[src/hdl/sfhh_pkg.sv]
`default_nettype none
// ----------------------------------------------------------------------------
// sfhh_pkg: shared types and constants for the frame header hunter
// Sizes, register map codes, the configuration bundle and the job record that
// passes from the front end to the back end.
// ----------------------------------------------------------------------------
package sfhh_pkg;

	localparam int HDR_MAX   = 8;
	localparam int FRM_MAX   = 256;
	localparam int HDR_CNT_W = $clog2(HDR_MAX + 1);
	localparam int WIN_IDX_W = $clog2(HDR_MAX);
	localparam int FRM_W     = $clog2(FRM_MAX + 1);
	localparam int PAT_W     = 8 * HDR_MAX;

	localparam int Q_DEPTH   = 4;
	localparam int Q_PTR_W   = $clog2(Q_DEPTH);
	localparam int Q_CNT_W   = $clog2(Q_DEPTH + 1);

	localparam int ADDR_W    = 5;
	localparam int DATA_W    = 64;

	localparam logic [1:0] REG_HDR_PATTERN = 2'd0;
	localparam logic [1:0] REG_HDR_LENGTH  = 2'd1;
	localparam logic [1:0] REG_FRM_LENGTH  = 2'd2;

	localparam logic [3:0] HDR_LEN_RST = 4'd1;
	localparam logic [8:0] FRM_LEN_RST = 9'd110;

	typedef enum logic [1:0] {
		JOB_BYTE,
		JOB_ABORT,
		JOB_HEADER
	} job_kind_t;

	// Effective configuration, already clamped
	typedef struct packed {
		logic [PAT_W-1:0]     pattern;
		logic [HDR_CNT_W-1:0] hdr_len;
		logic [FRM_W-1:0]     frm_len;
	} cfg_t;

	typedef struct packed {
		job_kind_t            kind;
		logic [7:0]           data;
		logic                 last;
		logic [HDR_CNT_W-1:0] count;
		logic [PAT_W-1:0]     hdr;
	} job_t;

endpackage
`default_nettype wire

[src/hdl/sfhh_in_if.sv]
`default_nettype none
// ----------------------------------------------------------------------------
// sfhh_in_if: input request channel
// Carries one received byte or a timeout command per request.
// ----------------------------------------------------------------------------
interface sfhh_in_if;
	logic       valid;
	logic       ready;
	logic       command;
	logic [7:0] data_byte;

	modport source (output valid, output command, output data_byte, input ready);
	modport sink   (input valid, input command, input data_byte, output ready);
endinterface
`default_nettype wire

[src/hdl/sfhh_out_if.sv]
`default_nettype none
// ----------------------------------------------------------------------------
// sfhh_out_if: output request channel
// Carries one frame byte with its frame marks, or an abort marker.
// ----------------------------------------------------------------------------
interface sfhh_out_if;
	logic       valid;
	logic       ready;
	logic [7:0] frame_byte;
	logic       first_of_frame;
	logic       last_of_frame;
	logic       frame_abort;

	modport source (output valid, output frame_byte, output first_of_frame,
		output last_of_frame, output frame_abort, input ready);
	modport sink   (input valid, input frame_byte, input first_of_frame,
		input last_of_frame, input frame_abort, output ready);
endinterface
`default_nettype wire

[src/hdl/sfhh_front.sv]
`default_nettype none
// ----------------------------------------------------------------------------
// sfhh_front: hunt and classify
// Takes one request per cycle unless the queue is full, slides the header
// window, tracks the open frame, pushes one job per request that has output.
// ----------------------------------------------------------------------------
module sfhh_front (
	input  wire logic          clk,
	input  wire logic          arst_n,
	sfhh_in_if.sink            byte_in,
	input  wire sfhh_pkg::cfg_t cfg,
	input  wire logic          full,
	output logic               push,
	output sfhh_pkg::job_t     push_job
);

	logic [7:0]                     win_q [sfhh_pkg::HDR_MAX];
	logic [sfhh_pkg::HDR_CNT_W-1:0] fill_q;
	logic                           capt_q;
	logic [sfhh_pkg::FRM_W-1:0]     pos_q;

	logic [7:0]                     win_d [sfhh_pkg::HDR_MAX];
	logic [sfhh_pkg::HDR_CNT_W-1:0] fill_d;
	logic                           capt_d;
	logic [sfhh_pkg::FRM_W-1:0]     pos_d;

	logic [7:0]                     shifted [sfhh_pkg::HDR_MAX];
	logic [sfhh_pkg::HDR_CNT_W-1:0] sel [sfhh_pkg::HDR_MAX];
	logic [sfhh_pkg::HDR_MAX-1:0]   byte_ok;
	logic [sfhh_pkg::HDR_CNT_W-1:0] fill_inc;
	logic [sfhh_pkg::FRM_W-1:0]     pos_inc;
	logic                           match;
	logic                           pos_last;
	logic                           accept;

	assign byte_in.ready = !full;
	assign accept        = byte_in.valid && !full;

	// newest byte goes to the top slot
	always_comb begin
		for (int k = 0; k < sfhh_pkg::HDR_MAX - 1; k++) begin
			shifted[k] = win_q[k+1];
		end
		shifted[sfhh_pkg::HDR_MAX-1] = byte_in.data_byte;
	end

	// header byte i sits at slot HDR_MAX - hdr_len + i
	always_comb begin
		for (int i = 0; i < sfhh_pkg::HDR_MAX; i++) begin
			sel[i] = sfhh_pkg::HDR_CNT_W'(sfhh_pkg::HDR_MAX) - cfg.hdr_len
				+ sfhh_pkg::HDR_CNT_W'(i);
			byte_ok[i] = (sfhh_pkg::HDR_CNT_W'(i) >= cfg.hdr_len)
				|| (shifted[sel[i][sfhh_pkg::WIN_IDX_W-1:0]] == cfg.pattern[8*i +: 8]);
		end
	end

	assign fill_inc = (fill_q == sfhh_pkg::HDR_CNT_W'(sfhh_pkg::HDR_MAX)) ? fill_q
		: fill_q + 1'b1;
	assign match    = (fill_inc >= cfg.hdr_len) && (&byte_ok);
	assign pos_inc  = pos_q + 1'b1;
	assign pos_last = pos_inc >= cfg.frm_len;

	always_comb begin
		win_d    = win_q;
		fill_d   = fill_q;
		capt_d   = capt_q;
		pos_d    = pos_q;
		push     = 1'b0;
		push_job = '{kind: sfhh_pkg::JOB_BYTE, data: byte_in.data_byte, last: 1'b0,
			count: cfg.hdr_len, hdr: cfg.pattern};
		if (accept) begin
			if (byte_in.command) begin
				// timeout: drop everything, mark an open frame as aborted
				push          = capt_q;
				push_job.kind = sfhh_pkg::JOB_ABORT;
				for (int k = 0; k < sfhh_pkg::HDR_MAX; k++) begin
					win_d[k] = '0;
				end
				fill_d = '0;
				capt_d = 1'b0;
				pos_d  = '0;
			end else if (capt_q) begin
				push          = 1'b1;
				push_job.last = pos_last;
				capt_d        = !pos_last;
				pos_d         = pos_last ? '0 : pos_inc;
			end else begin
				win_d  = shifted;
				fill_d = fill_inc;
				if (match) begin
					push          = 1'b1;
					push_job.kind = sfhh_pkg::JOB_HEADER;
					push_job.last = cfg.frm_len == sfhh_pkg::FRM_W'(cfg.hdr_len);
					for (int k = 0; k < sfhh_pkg::HDR_MAX; k++) begin
						win_d[k] = '0;
					end
					fill_d = '0;
					capt_d = cfg.frm_len > sfhh_pkg::FRM_W'(cfg.hdr_len);
					pos_d  = capt_d ? sfhh_pkg::FRM_W'(cfg.hdr_len) : '0;
				end
			end
		end
	end

	always_ff @(posedge clk or negedge arst_n) begin
		if (!arst_n) begin
			for (int k = 0; k < sfhh_pkg::HDR_MAX; k++) begin
				win_q[k] <= '0;
			end
			fill_q <= '0;
			capt_q <= 1'b0;
			pos_q  <= '0;
		end else begin
			win_q  <= win_d;
			fill_q <= fill_d;
			capt_q <= capt_d;
			pos_q  <= pos_d;
		end
	end

endmodule
`default_nettype wire

[src/hdl/sfhh_queue.sv]
`default_nettype none
// ----------------------------------------------------------------------------
// sfhh_queue: job queue
// Small first-in first-out buffer between the front and back ends.
// ----------------------------------------------------------------------------
module sfhh_queue (
	input  wire logic           clk,
	input  wire logic           arst_n,
	input  wire logic           push,
	input  wire sfhh_pkg::job_t push_job,
	input  wire logic           pop,
	output logic                full,
	output logic                empty,
	output sfhh_pkg::job_t      head
);

	sfhh_pkg::job_t               mem_q [sfhh_pkg::Q_DEPTH];
	logic [sfhh_pkg::Q_PTR_W-1:0] wr_ptr_q;
	logic [sfhh_pkg::Q_PTR_W-1:0] rd_ptr_q;
	logic [sfhh_pkg::Q_CNT_W-1:0] cnt_q;
	logic                         do_push;
	logic                         do_pop;

	assign full    = cnt_q == sfhh_pkg::Q_CNT_W'(sfhh_pkg::Q_DEPTH);
	assign empty   = cnt_q == '0;
	assign head    = mem_q[rd_ptr_q];
	assign do_push = push && !full;
	assign do_pop  = pop && !empty;

	always_ff @(posedge clk) begin
		if (do_push) begin
			mem_q[wr_ptr_q] <= push_job;
		end
	end

	always_ff @(posedge clk or negedge arst_n) begin
		if (!arst_n) begin
			wr_ptr_q <= '0;
			rd_ptr_q <= '0;
			cnt_q    <= '0;
		end else begin
			if (do_push) begin
				wr_ptr_q <= wr_ptr_q + 1'b1;
			end
			if (do_pop) begin
				rd_ptr_q <= rd_ptr_q + 1'b1;
			end
			if (do_push && !do_pop) begin
				cnt_q <= cnt_q + 1'b1;
			end else if (do_pop && !do_push) begin
				cnt_q <= cnt_q - 1'b1;
			end
		end
	end

endmodule
`default_nettype wire

[src/hdl/sfhh_back.sv]
`default_nettype none
// ----------------------------------------------------------------------------
// sfhh_back: result sequencer
// Unrolls each job into output requests, one per cycle while the output
// side takes them, through a registered output stage.
// ----------------------------------------------------------------------------
module sfhh_back (
	input  wire logic           clk,
	input  wire logic           arst_n,
	input  wire logic           empty,
	input  wire sfhh_pkg::job_t head,
	output logic                pop,
	sfhh_out_if.source          frame_out
);

	logic [sfhh_pkg::WIN_IDX_W-1:0] idx_q;
	logic                           out_valid_q;
	logic [7:0]                     out_byte_q;
	logic                           out_first_q;
	logic                           out_last_q;
	logic                           out_abort_q;

	logic                           issue;
	logic                           hdr_end;
	logic [7:0]                     nxt_byte;
	logic                           nxt_first;
	logic                           nxt_last;
	logic                           nxt_abort;

	assign issue   = !empty && (!out_valid_q || frame_out.ready);
	assign hdr_end = (sfhh_pkg::HDR_CNT_W'(idx_q) + 1'b1) == head.count;

	always_comb begin
		nxt_byte  = head.data;
		nxt_first = 1'b0;
		nxt_last  = head.last;
		nxt_abort = 1'b0;
		pop       = 1'b0;
		case (head.kind)
			sfhh_pkg::JOB_BYTE: begin
				pop = issue;
			end
			sfhh_pkg::JOB_ABORT: begin
				nxt_byte  = '0;
				nxt_last  = 1'b0;
				nxt_abort = 1'b1;
				pop       = issue;
			end
			sfhh_pkg::JOB_HEADER: begin
				nxt_byte  = head.hdr[{idx_q, 3'b000} +: 8];
				nxt_first = idx_q == '0;
				nxt_last  = head.last && hdr_end;
				pop       = issue && hdr_end;
			end
			default: begin
				pop = issue;
			end
		endcase
	end

	always_ff @(posedge clk or negedge arst_n) begin
		if (!arst_n) begin
			idx_q       <= '0;
			out_valid_q <= 1'b0;
		end else begin
			if (issue) begin
				out_valid_q <= 1'b1;
			end else if (frame_out.ready) begin
				out_valid_q <= 1'b0;
			end
			// step through header bytes, rewind when the job leaves
			if (pop) begin
				idx_q <= '0;
			end else if (issue) begin
				idx_q <= idx_q + 1'b1;
			end
		end
	end

	always_ff @(posedge clk) begin
		if (issue) begin
			out_byte_q  <= nxt_byte;
			out_first_q <= nxt_first;
			out_last_q  <= nxt_last;
			out_abort_q <= nxt_abort;
		end
	end

	assign frame_out.valid          = out_valid_q;
	assign frame_out.frame_byte     = out_byte_q;
	assign frame_out.first_of_frame = out_first_q;
	assign frame_out.last_of_frame  = out_last_q;
	assign frame_out.frame_abort    = out_abort_q;

endmodule
`default_nettype wire

[src/hdl/serial_frame_header_hunter.sv]
`default_nettype none
// ----------------------------------------------------------------------------
// serial_frame_header_hunter: sliding-header frame synchronizer
// Hunts a serial byte stream for fixed-length frames that open with a
// programmed header, and forwards them cut-through.
// ----------------------------------------------------------------------------
// The block takes one input request per cycle as long as its four-entry job
// queue has room; a received byte or timeout is classified in the cycle it is
// accepted. Output leaves through a registered stage at one request per cycle
// while the output side takes them: a byte inside a frame or an abort marker
// is one output request, a header match releases header_length bytes (1 to 8)
// as that many requests. Sustained rate is therefore one output byte per cycle
// while ready is held, and the input stalls only while the job queue is full,
// which happens while a header burst drains or while the output side holds off
// ready. Configuration is written over the APB port at byte addresses 0, 8 and
// 16 and should change only while the block is idle.
// ----------------------------------------------------------------------------
module serial_frame_header_hunter (
	input  wire logic                        clk,
	input  wire logic                        arst_n,
	sfhh_in_if.sink                          byte_in,
	sfhh_out_if.source                       frame_out,
	input  wire logic                        psel,
	input  wire logic                        penable,
	input  wire logic                        pwrite,
	input  wire logic [sfhh_pkg::ADDR_W-1:0] paddr,
	input  wire logic [sfhh_pkg::DATA_W-1:0] pwdata,
	output logic      [sfhh_pkg::DATA_W-1:0] prdata,
	output logic                             pready
);

	logic [sfhh_pkg::PAT_W-1:0]     hdr_pattern_q;
	logic [3:0]                     hdr_length_q;
	logic [8:0]                     frm_length_q;

	logic [1:0]                     reg_sel;
	logic                           wr_en;
	logic [sfhh_pkg::HDR_CNT_W-1:0] hdr_eff;
	logic [sfhh_pkg::FRM_W-1:0]     frm_sat;
	sfhh_pkg::cfg_t                 cfg;

	sfhh_pkg::job_t                 push_job;
	sfhh_pkg::job_t                 head;
	logic                           push;
	logic                           pop;
	logic                           full;
	logic                           empty;

	assign pready  = 1'b1;
	assign reg_sel = paddr[sfhh_pkg::ADDR_W-1:3];
	assign wr_en   = psel && penable && pwrite;

	always_ff @(posedge clk or negedge arst_n) begin
		if (!arst_n) begin
			hdr_pattern_q <= '0;
			hdr_length_q  <= sfhh_pkg::HDR_LEN_RST;
			frm_length_q  <= sfhh_pkg::FRM_LEN_RST;
		end else if (wr_en) begin
			case (reg_sel)
				sfhh_pkg::REG_HDR_PATTERN: hdr_pattern_q <= pwdata[sfhh_pkg::PAT_W-1:0];
				sfhh_pkg::REG_HDR_LENGTH:  hdr_length_q  <= pwdata[3:0];
				sfhh_pkg::REG_FRM_LENGTH:  frm_length_q  <= pwdata[8:0];
				default: begin
				end
			endcase
		end
	end

	always_comb begin
		case (reg_sel)
			sfhh_pkg::REG_HDR_PATTERN: prdata = sfhh_pkg::DATA_W'(hdr_pattern_q);
			sfhh_pkg::REG_HDR_LENGTH:  prdata = sfhh_pkg::DATA_W'(hdr_length_q);
			sfhh_pkg::REG_FRM_LENGTH:  prdata = sfhh_pkg::DATA_W'(frm_length_q);
			default:                   prdata = '0;
		endcase
	end

	// clamp header to 1..HDR_MAX, frame to header..FRM_MAX
	always_comb begin
		if (hdr_length_q == '0) begin
			hdr_eff = sfhh_pkg::HDR_CNT_W'(1);
		end else if (hdr_length_q > 4'(sfhh_pkg::HDR_MAX)) begin
			hdr_eff = sfhh_pkg::HDR_CNT_W'(sfhh_pkg::HDR_MAX);
		end else begin
			hdr_eff = sfhh_pkg::HDR_CNT_W'(hdr_length_q);
		end
		if (frm_length_q > 9'(sfhh_pkg::FRM_MAX)) begin
			frm_sat = sfhh_pkg::FRM_W'(sfhh_pkg::FRM_MAX);
		end else begin
			frm_sat = sfhh_pkg::FRM_W'(frm_length_q);
		end
		cfg.pattern = hdr_pattern_q;
		cfg.hdr_len = hdr_eff;
		cfg.frm_len = (frm_sat < sfhh_pkg::FRM_W'(hdr_eff)) ? sfhh_pkg::FRM_W'(hdr_eff)
			: frm_sat;
	end

	sfhh_front u_front (
		.clk      (clk),
		.arst_n   (arst_n),
		.byte_in  (byte_in),
		.cfg      (cfg),
		.full     (full),
		.push     (push),
		.push_job (push_job)
	);

	sfhh_queue u_queue (
		.clk      (clk),
		.arst_n   (arst_n),
		.push     (push),
		.push_job (push_job),
		.pop      (pop),
		.full     (full),
		.empty    (empty),
		.head     (head)
	);

	sfhh_back u_back (
		.clk       (clk),
		.arst_n    (arst_n),
		.empty     (empty),
		.head      (head),
		.pop       (pop),
		.frame_out (frame_out)
	);

endmodule
`default_nettype wire

[src/flat_wrapper.sv]
// flat-port wrapper written by rule: the top's interface ports become plain ports
module serial_frame_header_hunter_flat 
  (clk, arst_n, psel, penable, pwrite, paddr, pwdata, prdata, pready, byte_in_valid, byte_in_command, byte_in_data_byte, byte_in_ready, frame_out_valid, frame_out_frame_byte, frame_out_first_of_frame, frame_out_last_of_frame, frame_out_frame_abort, frame_out_ready);
  sfhh_in_if byte_in_i ();
  sfhh_out_if frame_out_i ();
  input  wire logic clk;
  input  wire logic arst_n;
  input  wire logic psel;
  input  wire logic penable;
  input  wire logic pwrite;
  input  wire logic [sfhh_pkg::ADDR_W-1:0] paddr;
  input  wire logic [sfhh_pkg::DATA_W-1:0] pwdata;
  output logic      [sfhh_pkg::DATA_W-1:0] prdata;
  output logic pready;
  input wire logic [$bits(byte_in_i.valid)-1:0] byte_in_valid;
  input wire logic [$bits(byte_in_i.command)-1:0] byte_in_command;
  input wire logic [$bits(byte_in_i.data_byte)-1:0] byte_in_data_byte;
  output wire logic [$bits(byte_in_i.ready)-1:0] byte_in_ready;
  output wire logic [$bits(frame_out_i.valid)-1:0] frame_out_valid;
  output wire logic [$bits(frame_out_i.frame_byte)-1:0] frame_out_frame_byte;
  output wire logic [$bits(frame_out_i.first_of_frame)-1:0] frame_out_first_of_frame;
  output wire logic [$bits(frame_out_i.last_of_frame)-1:0] frame_out_last_of_frame;
  output wire logic [$bits(frame_out_i.frame_abort)-1:0] frame_out_frame_abort;
  input wire logic [$bits(frame_out_i.ready)-1:0] frame_out_ready;
  assign byte_in_i.valid = byte_in_valid;
  assign byte_in_i.command = byte_in_command;
  assign byte_in_i.data_byte = byte_in_data_byte;
  assign byte_in_ready = byte_in_i.ready;
  assign frame_out_valid = frame_out_i.valid;
  assign frame_out_frame_byte = frame_out_i.frame_byte;
  assign frame_out_first_of_frame = frame_out_i.first_of_frame;
  assign frame_out_last_of_frame = frame_out_i.last_of_frame;
  assign frame_out_frame_abort = frame_out_i.frame_abort;
  assign frame_out_i.ready = frame_out_ready;
  serial_frame_header_hunter u_core (.clk(clk), .arst_n(arst_n), .byte_in(byte_in_i), .frame_out(frame_out_i), .psel(psel), .penable(penable), .pwrite(pwrite), .paddr(paddr), .pwdata(pwdata), .prdata(prdata), .pready(pready));
endmodule
[config.mk]
export PLATFORM = sky130hd
export DESIGN_NAME = serial_frame_header_hunter_flat
export DESIGN_NICKNAME = d
export VERILOG_FILES = /design/src/hdl/sfhh_pkg.sv /design/src/hdl/sfhh_in_if.sv /design/src/hdl/sfhh_out_if.sv /design/src/hdl/sfhh_front.sv /design/src/hdl/sfhh_queue.sv /design/src/hdl/sfhh_back.sv /design/src/hdl/serial_frame_header_hunter.sv /design/src/flat_wrapper.sv
export SDC_FILE = /design/constraint.sdc
export NUM_CORES = 1
export LEC_CHECK = 0
export ABC_AREA = 1
export BUFFER_PORTS_ARGS = -buffer_cell sky130_fd_sc_hd__buf_2
export CORE_MARGIN = 2
export CORE_UTILIZATION = 30
export DETAILED_ROUTE_END_ITERATION = 8
export GPL_ROUTABILITY_DRIVEN = 1
export MAX_ROUTING_LAYER = met4
export SLEW_MARGIN = 20
export SYNTH_ARGS = -nofsm -noshare
export SYNTH_HDL_FRONTEND = slang
export SYNTH_SLANG_ARGS = --single-unit
[constraint.sdc]
create_clock -name clk -period 9.7 [get_ports clk]
set_input_delay 0.485 -clock clk [delete_from_list [all_inputs] [get_ports clk]]
set_output_delay 0.485 -clock clk [all_outputs]
set_load 0.02 [all_outputs]
==> results of run 1 <==
-- kinds of logic after synthesis --
kind of cell	Yosys count	share of synthesized area, %
AND/OR/NAND/NOR	1334	23.9
buffers and inverters	334	5.60
AO/OA/AOI/OAI	441	10.4
adder cells (fa/ha/maj)	38	2.01
XOR/XNOR	19	0.693
flip-flops	485	57.4
other	1	0.0156
-- per-layer routing --
layer | vias up | share of wire [%]
met5 | - | 0
met4 | 0 | 5.5
met3 | 182 | 7.2
met2 | 885 | 46
met1 | 9834 | 41
li1 | 9354 | -
-- metrics by stage --
| stage | power (mW) | hold slack (ns) |
|---|---|---|
| after global routing | 8.38 | 0.0771 |
| final | 7.97 | 0.0928 |
| after floorplan | 4.75 | 0.189 |
| after global placement | 5.88 | 0.481 |
| after detailed placement | 5.90 | 0.492 |
| after CTS | 7.98 | 0.0638 |
-- power breakdown --
| group | switching, mW | internal, mW | total [mW] |
|---|---|---|---|
| clock network | 0.844 | 1.23 | 2.08 |
| registers | 0.276 | 2.54 | 2.81 |
| logic | 2.22 | 0.861 | 3.08 |
-- area by class of cell --
type / instances / share of cell area [%]
clock buffers: 68 / 5.22
repair buffers: 195 / 4.21
well taps: 1050 / 4.75
multi-input cells: 1833 / 32.3
clock inverters: 27 / 1.20
flip-flops and latches: 485 / 49.8
inverters: 185 / 2.52
-- registers in the layout, summed over array words and instances (netlist names), 2 cells and up --
signal / flops
u_core.u_queue.mem_q: 316
u_core.hdr_pattern_q: 64
u_core.u_front.shifted: 56
u_core.frm_length_q: 9
u_core.u_front.pos_q: 9
u_core.u_back.frame_out.frame_byte: 8
u_core.hdr_length_q: 4
u_core.u_front.fill_q: 4
u_core.u_back.idx_q: 3
u_core.u_queue.cnt_q: 3
u_core.u_queue.rd_ptr_q: 2
u_core.u_queue.wr_ptr_q: 2
-- cell usage in the layout, fill, tap and decap left out, types with 3 or more instances in the layout --
master and instances:
o21ai_2 5, nand2_1 535, clkinvlp_4 7, clkbuf_16 54, nor2_4 5, a32o_1 8, edfxtp_1 327, o221ai_1 30
buf_2 157, nor3_1 3, clkinv_1 10, dfrtp_1 150, buf_12 7, clkbuf_8 4, clkinv_2 6, inv_1 173
nand2_2 8, nor2_2 3, buf_4 29, a32oi_1 4, nor2_1 304, o211ai_1 9, nand3b_1 4, o22ai_1 55
nand2_4 6, bufinv_16 7, inv_2 5, ha_1 37, dfstp_2 6, clkbuf_1 10, a21oi_1 70, xor2_1 18
nand3_1 429, o21ai_0 253, nand4_1 30
-- worst min-delay path by stage --
stage	slack, ns	from	end
2_1_floorplan	0.19	arst_n	u_core.frm_length_q[0]
3_3_place_gp	0.48	u_core.frm_length_q[1]	u_core.frm_length_q[1]
3_5_place_dp	0.49	u_core.u_front.pos_q[8]	u_core.u_front.pos_q[8]
4_1_cts	0.06	frame_out_ready	u_core.u_back.frame_out.valid
5_1_grt	0.08	frame_out_ready	u_core.u_back.frame_out.valid
6_report	0.09	frame_out_ready	u_core.u_back.frame_out.valid
==> metrics.cfg, run 1 <==
[synthesis]
yosys_warn_count=0
synth_nets=2775
yosysTopAreaCellShare_pct=40.9
synth_largest_area_cell=edfxtp_1
synthCells=2652
count_leader_synth=nand2_1
ys_top_cells_by_area=edfxtp_1 41%, dfrtp_1 16%, nand3_1 8.9%
post_synth_num_cell_types=45
ys_async_sr_fraction_pct=32.6
synth_edf_count=327
synth-main-ff-cell=edfxtp_1
synth_top_cells_by_count=536 x nand2_1, 429 x nand3_1, 327 x edfxtp_1
synth_area_mm2=0.0240
yosysSeqAreaShare_pct=57.4
avgSynthCellArea_um2=9.05
number_of_storage_elements_in_the_synthesis_netlist=485

[clocking]
cts_root_buf=clkbuf_16
cts_buf_count=51
post-cts-setup-buffers=0
cts_repair_resize_count=0
clk_path_buf_depth=3
insertion_delay_ns=0.61
clk_transition_reported_paths_ns=0.06
numClockSinks=485
ctsHoldBuffers=1
h-tree-depth=2
tritoncts=done

[critical_path]
critPathTopFamily=simple AND/OR/NAND/NOR gates
r2r_slack_ns=2.76
cpMaxStageDelayCell=nand2_2
endpoint=u_core.u_queue.cnt_q[2]
critPathKind=flop to flop
worst_r2r_path_depth=28
rr_endpoint=u_core.u_queue.cnt_q[2]
crit_buf_inv=5
cpMostUsedCell=nand2_1
timing.critical_path.depth=28
setup.worst_path.start=u_core.hdr_length_q[3]
launching_element_type_of_the_critical_path=flop
r2r_start=u_core.hdr_length_q[3]
critical_path.endpoint_type=flop
critPathMaxFanout=63
critPathArrivalTime_ns=7.41
worst-endpoint-required_ns=10.16
cpPeakStageDelay_ns=0.81

[routing]
routed_wl_um=83300
wl_per_cell_um=21.7
post_drt_via_cell_ratio=5.27
detailedRoute.firstIterationViolations=2252
antenna_left=0
route.vias.total=20300
drt_pass1_iterations=6
post-route-drc-count=0

[placed_design]
placed_area_mm2=0.0259
dpl.hpwl_um=58800
gp_routability_congestion=0.985
placement.io_buffers=158
numPlacedInstances=3747
pre_cts_ws_ns=2.84

[worst_hold_path]
timing.hold.worst.class=primary input to flop
hold_path_depth=2

[job]
maxCapViolCount=0

[finish]
seqCellArea_mm2=0.0138
layout.filler_cells=8080
fin_area_mm2=0.0277
nNetsFinal=2874
layoutNonFillerInstCount=3843
multiInputGateArea_mm2=0.00893
post_route_cells_drive_above_1_share_pct=11.5
utilization_pct=35.0
flow.area_growth_from_synthesis_pct=15.2
insertedDiodeCount=0

[grt]
grt_pass1_vias=18500
grt_util_met3_pct=2.73
wire_length_of_the_first_global_routing_pass_um=121000
grt_use_met1_pct=26.2
maximum_number_of_pins_on_one_net_before_global_route_repair=80
gr-usage-met2_pct=31.6
grt_usage_pct=20.3
grt_overflow=0
highest_utilization_routing_layer_at_the_global_route_stage=met2
antenna_found_initial=0

[sta]
tightestPinTransition_ns=1.05
final.min_clock_period_ns=6.94
maxSlewHeadroom_pct=29.9
timing.final.setup_violations=0
rsz_0062_raised_after_global_routing=false
layout_setup_ws_ns=2.76
final.setup.tns_ns=0
finalMaxSlewViolations=0
post-route-period-util_pct=71.6
max_freq_ghz=0.144
fin_skew_ns=0.0363
finalHoldViolCount=0

[floorplan]
rows=103
die_h_um=287
dieArea_mm2=0.0823
floorplan.initialDensity_pct=30.3
floorplan.core_area_mm2=0.0791
floorplan.io_pins=163
chipWidth_um=287

[power]
static-leakage-power_nw=11.5
power-per-cell-area_mw_per_mm2=288
peakVddDrop_uv=149

[run_status]
run_status=finished, final reports clean

Note: power is estimated with default switching activity, not from simulation.
==> run 2, diff against run 1 <==
- ABC_AREA: 1 -> 0
- clock period: 9.7 -> 5.6 ns (I/O delays scaled with it)
==> run 2 against run 1 <==
Compared with the run above:
- wire length down 8.1%
- count of clock-buffer cells in the layout is 3 lower
- worst hold slack got worse by 0.050 ns
- utilization is 1.5 points higher
- sequential share of layout area shrank 2.0 points
==> metrics.cfg, run 2 <==
[routing]
post_drt_via_cell_ratio=5.39  ; +2.3%
route.vias.total=16500  ; -18%
routed-wl-met2_um=36700  ; -4.8%
wl_per_cell_um=24.9  ; +15%
detailedRoute.firstIterationViolations=1563  ; -31%
highest-signal-layer=met4
antenna_left=0  ; unchanged
post-route-drc-count=0  ; unchanged
wl_met1_um=31700  ; -7.2%
routed_wl_um=76500  ; -8.1%
drt_pass1_iterations=6  ; unchanged
wl_met3_um=4740  ; -21%

[floorplan]
floorplan.io_pins=163  ; unchanged
floorplan.initialDensity_pct=30.3  ; about the same
die_h_um=287  ; about the same
floorplan.core_area_mm2=0.0791  ; unchanged
rows=103  ; unchanged
dieArea_mm2=0.0823  ; about the same
chipWidth_um=287  ; about the same

[synthesis]
synthCells=1730  ; -35%
synth_nets=1853  ; -33%
synth_edf_count=327  ; unchanged
post_synth_mux_area_share_pct=16.4  ; +16 points
post_synth_adder_cell_area_pct=2.01  ; about the same
number_of_storage_elements_in_the_synthesis_netlist=485  ; unchanged
yosysSeqAreaShare_pct=57.4  ; about the same
yosysTopAreaCellShare_pct=40.9  ; about the same
synth-main-ff-cell=edfxtp_1
count_leader_synth=edfxtp_1
yosys.area_share.xor_xnor_pct=2.69  ; +2.0 points
ys_async_sr_fraction_pct=32.6  ; unchanged
complex_gate_fraction_of_the_synthesized_area_pct=10.2  ; -0.20 points
synthSimpleGateAreaFrac_pct=8.71  ; -15 points
synth_top_cells_by_count=327 x edfxtp_1, 152 x dfrtp_1, 105 x mux4_2
post_synth_num_cell_types=83  ; +84%
ys_top_cells_by_area=edfxtp_1 41%, dfrtp_1 16%, mux4_2 9.9%
dominant_combinational_cell_family_by_area_after_synthesis=multiplexers
yosys_warn_count=0  ; unchanged
avgSynthCellArea_um2=13.9  ; +53%
synth_largest_area_cell=edfxtp_1
synth_area_mm2=0.0240  ; about the same

[sta]
finalMaxSlewViolations=0  ; unchanged
final.min_clock_period_ns=5.38  ; -1.57 ns
fin_skew_ns=0.0216  ; -0.0147 ns
post-route-period-util_pct=96.0  ; +24 points
worst_hold_slack_ns=0.0429  ; -0.0499 ns
timing.final.setup_violations=0  ; unchanged
layout_setup_ws_ns=0.224  ; -2.53 ns
maxSlewHeadroom_pct=28.8  ; -1.2 points
final.setup.tns_ns=0  ; unchanged
max_freq_ghz=0.186  ; +29%
tightestPinTransition_ns=1.06  ; +0.0149 ns
finalHoldViolCount=0  ; unchanged

[finish]
post_route_cells_drive_above_1_share_pct=27.1  ; +16 points
layoutNonFillerInstCount=3068  ; -20%
nNetsFinal=2098  ; -27%
mostFrequentLayoutCell=edfxtp_1
most_frequent_cells_in_the_layout=327 x edfxtp_1, 157 x buf_2, 149 x dfrtp_1
largest-register=u_core.u_queue.mem_q
flow.area_growth_from_synthesis_pct=20.2
flip_flop_count_of_the_largest_register_after_layout=316  ; unchanged
utilization_pct=36.4  ; +1.5 points

[grt]
grt_usage_pct=19.0  ; -1.3 points
grt_pass1_vias=16400  ; -11%
maximum_number_of_pins_on_one_net_before_global_route_repair=99  ; +24%
antenna_found_initial=5  ; +5
grt_overflow=0  ; unchanged
wire_length_of_the_first_global_routing_pass_um=112000  ; -7.3%

[placed_design]
gp_routability_congestion=0.931  ; -5.5%
dpl.hpwl_um=54300  ; -7.6%
placement.io_buffers=158  ; unchanged
numPlacedInstances=2905  ; -22%
pre_cts_ws_ns=0.150  ; -2.69 ns

[clocking]
insertion_delay_ns=0.62  ; about the same
clk_path_buf_depth=3  ; unchanged
cts_buf_count=53  ; +3.9%
cts_root_buf=clkbuf_16
clk_transition_reported_paths_ns=0.06  ; about the same
numClockSinks=485  ; unchanged
h-tree-depth=2  ; unchanged
post-cts-setup-buffers=0  ; unchanged
tritoncts=done

[power]
peakVddDrop_uv=221  ; +48%
static-leakage-power_nw=10.8  ; -6.6%
power-per-cell-area_mw_per_mm2=448  ; +56%

[critical_path]
r2r_slack_ns=0.22  ; -2.53 ns
launching_element_type_of_the_critical_path=flop
worst-endpoint-required_ns=6.14  ; -4.02 ns
critical_path.endpoint_type=flop
critPathArrivalTime_ns=5.91  ; -1.50 ns
critPathMaxFanout=55  ; -13%
critPathKind=flop to flop
cpMaxStageDelayCell=a2111oi_1
crit_chain=buf_12 > nand2b_2 > inv_2 > xnor2_4 > buf_12 > mux2_2 > a31oi_1 > o221ai_1 > a2111oi_1 > nand4_1 > a211o_1 > a211oi_1 > o21a_2 > ha_1 > inv_1 > fa_1 > xor2_1 > nor2_1 > xor2_1
cpPeakStageDelay_ns=0.70  ; -0.11 ns

[job]
maxCapViolCount=0  ; unchanged

[run_status]
run_status=finished, final reports clean

[worst_hold_path]
timing.hold.worst.class=primary input to flop

-- run 2: changes by cell type in the layout (fill, tap and decap cells not counted), sizes merged, moves of 39 or more --
cell,change
mux4,+105
nor3,+39
and2,+54
dlygate4sd3,+64
mux2i,+49
a22o,+68
nand2,-447
o21ai,-188
mux2,+96
nor2,-258
inv,-133
nand3,-396
-- run 2: critical path: cells and delay by family (launching register included) --
family,cells,cell delay (ns)
buf+inv,4,0.74
xor+xnor,3,0.49
mux,1,0.37
simple gates,3,0.59
fa+ha+maj,2,0.55
compound gates,6,2.00
flops,1,0.51
-- run 2: timing repair --
item | 4_1_cts | 5_1_grt
endpoints found under the setup margin | 0 | 2
endpoints found under the hold margin | 167 | 1
hold buffers | 64 | 1
resized for setup | 0 | 2
-- run 2: final timing paths --
check | startpoint | end | cells past startpoint
min reg2reg | u_core.u_back.frame_out.valid | u_core.u_back.frame_out.valid | 2
min | pwdata[13] | u_core.hdr_pattern_q[13] | 3
max in group asynchronous | arst_n | u_core.hdr_pattern_q[42] | 3
min in group asynchronous | arst_n | u_core.u_front.fill_q[1] | 2
max | u_core.hdr_length_q[3] | u_core.u_queue.cnt_q[2] | 19
max reg2reg | u_core.hdr_length_q[3] | u_core.u_queue.cnt_q[2] | 19
-- run 2: final cells by class --
cell class | instances | area, um2
fill | 7602 | 50300
inverter | 44 | 165
tap | 1050 | 1310
clock buffer | 65 | 1420
multi-input combinational | 1096 | 9660
clock inverter | 30 | 284
antenna | 3 | 7.51
timing repair buffer | 295 | 2200
sequential | 485 | 13800
-- run 2: cell families after synthesis --
logic type	Yosys count
XOR/XNOR	72
buffers and inverters	149
other	1
AND/OR/NAND/NOR	399
AO/OA/AOI/OAI	336
multiplexers	250
adder cells (fa/ha/maj)	38
flip-flops	485
-- run 2: per-layer routing --
layer	GRT usage, %	vias to the layer above
met5	-	-
met4	7.38	0
met3	3.06	157
met2	30.3	637
met1	24.4	8523
li1	-	7231
-- run 2: report_power, final --
part | internal [mW] | leakage, nW | switching [mW] | total (mW)
Clock | 1.96 | 0.826 | 1.47 | 3.42
Sequential | 4.30 | 5.01 | 0.787 | 5.09
Combinational | 2.00 | 4.92 | 2.41 | 4.42
Total | 8.26 | 10.8 | 4.67 | 12.9
-- run 2: stage by stage --
step | total power, mW | cell area, um2
2_1_floorplan | 7.78 | 24000
4_1_cts | 13.0 | 28800
3_3_place_gp | 9.48 | 26500
5_1_grt | 13.5 | 28800
3_5_place_dp | 9.54 | 26500
6_report | 12.9 | 28800
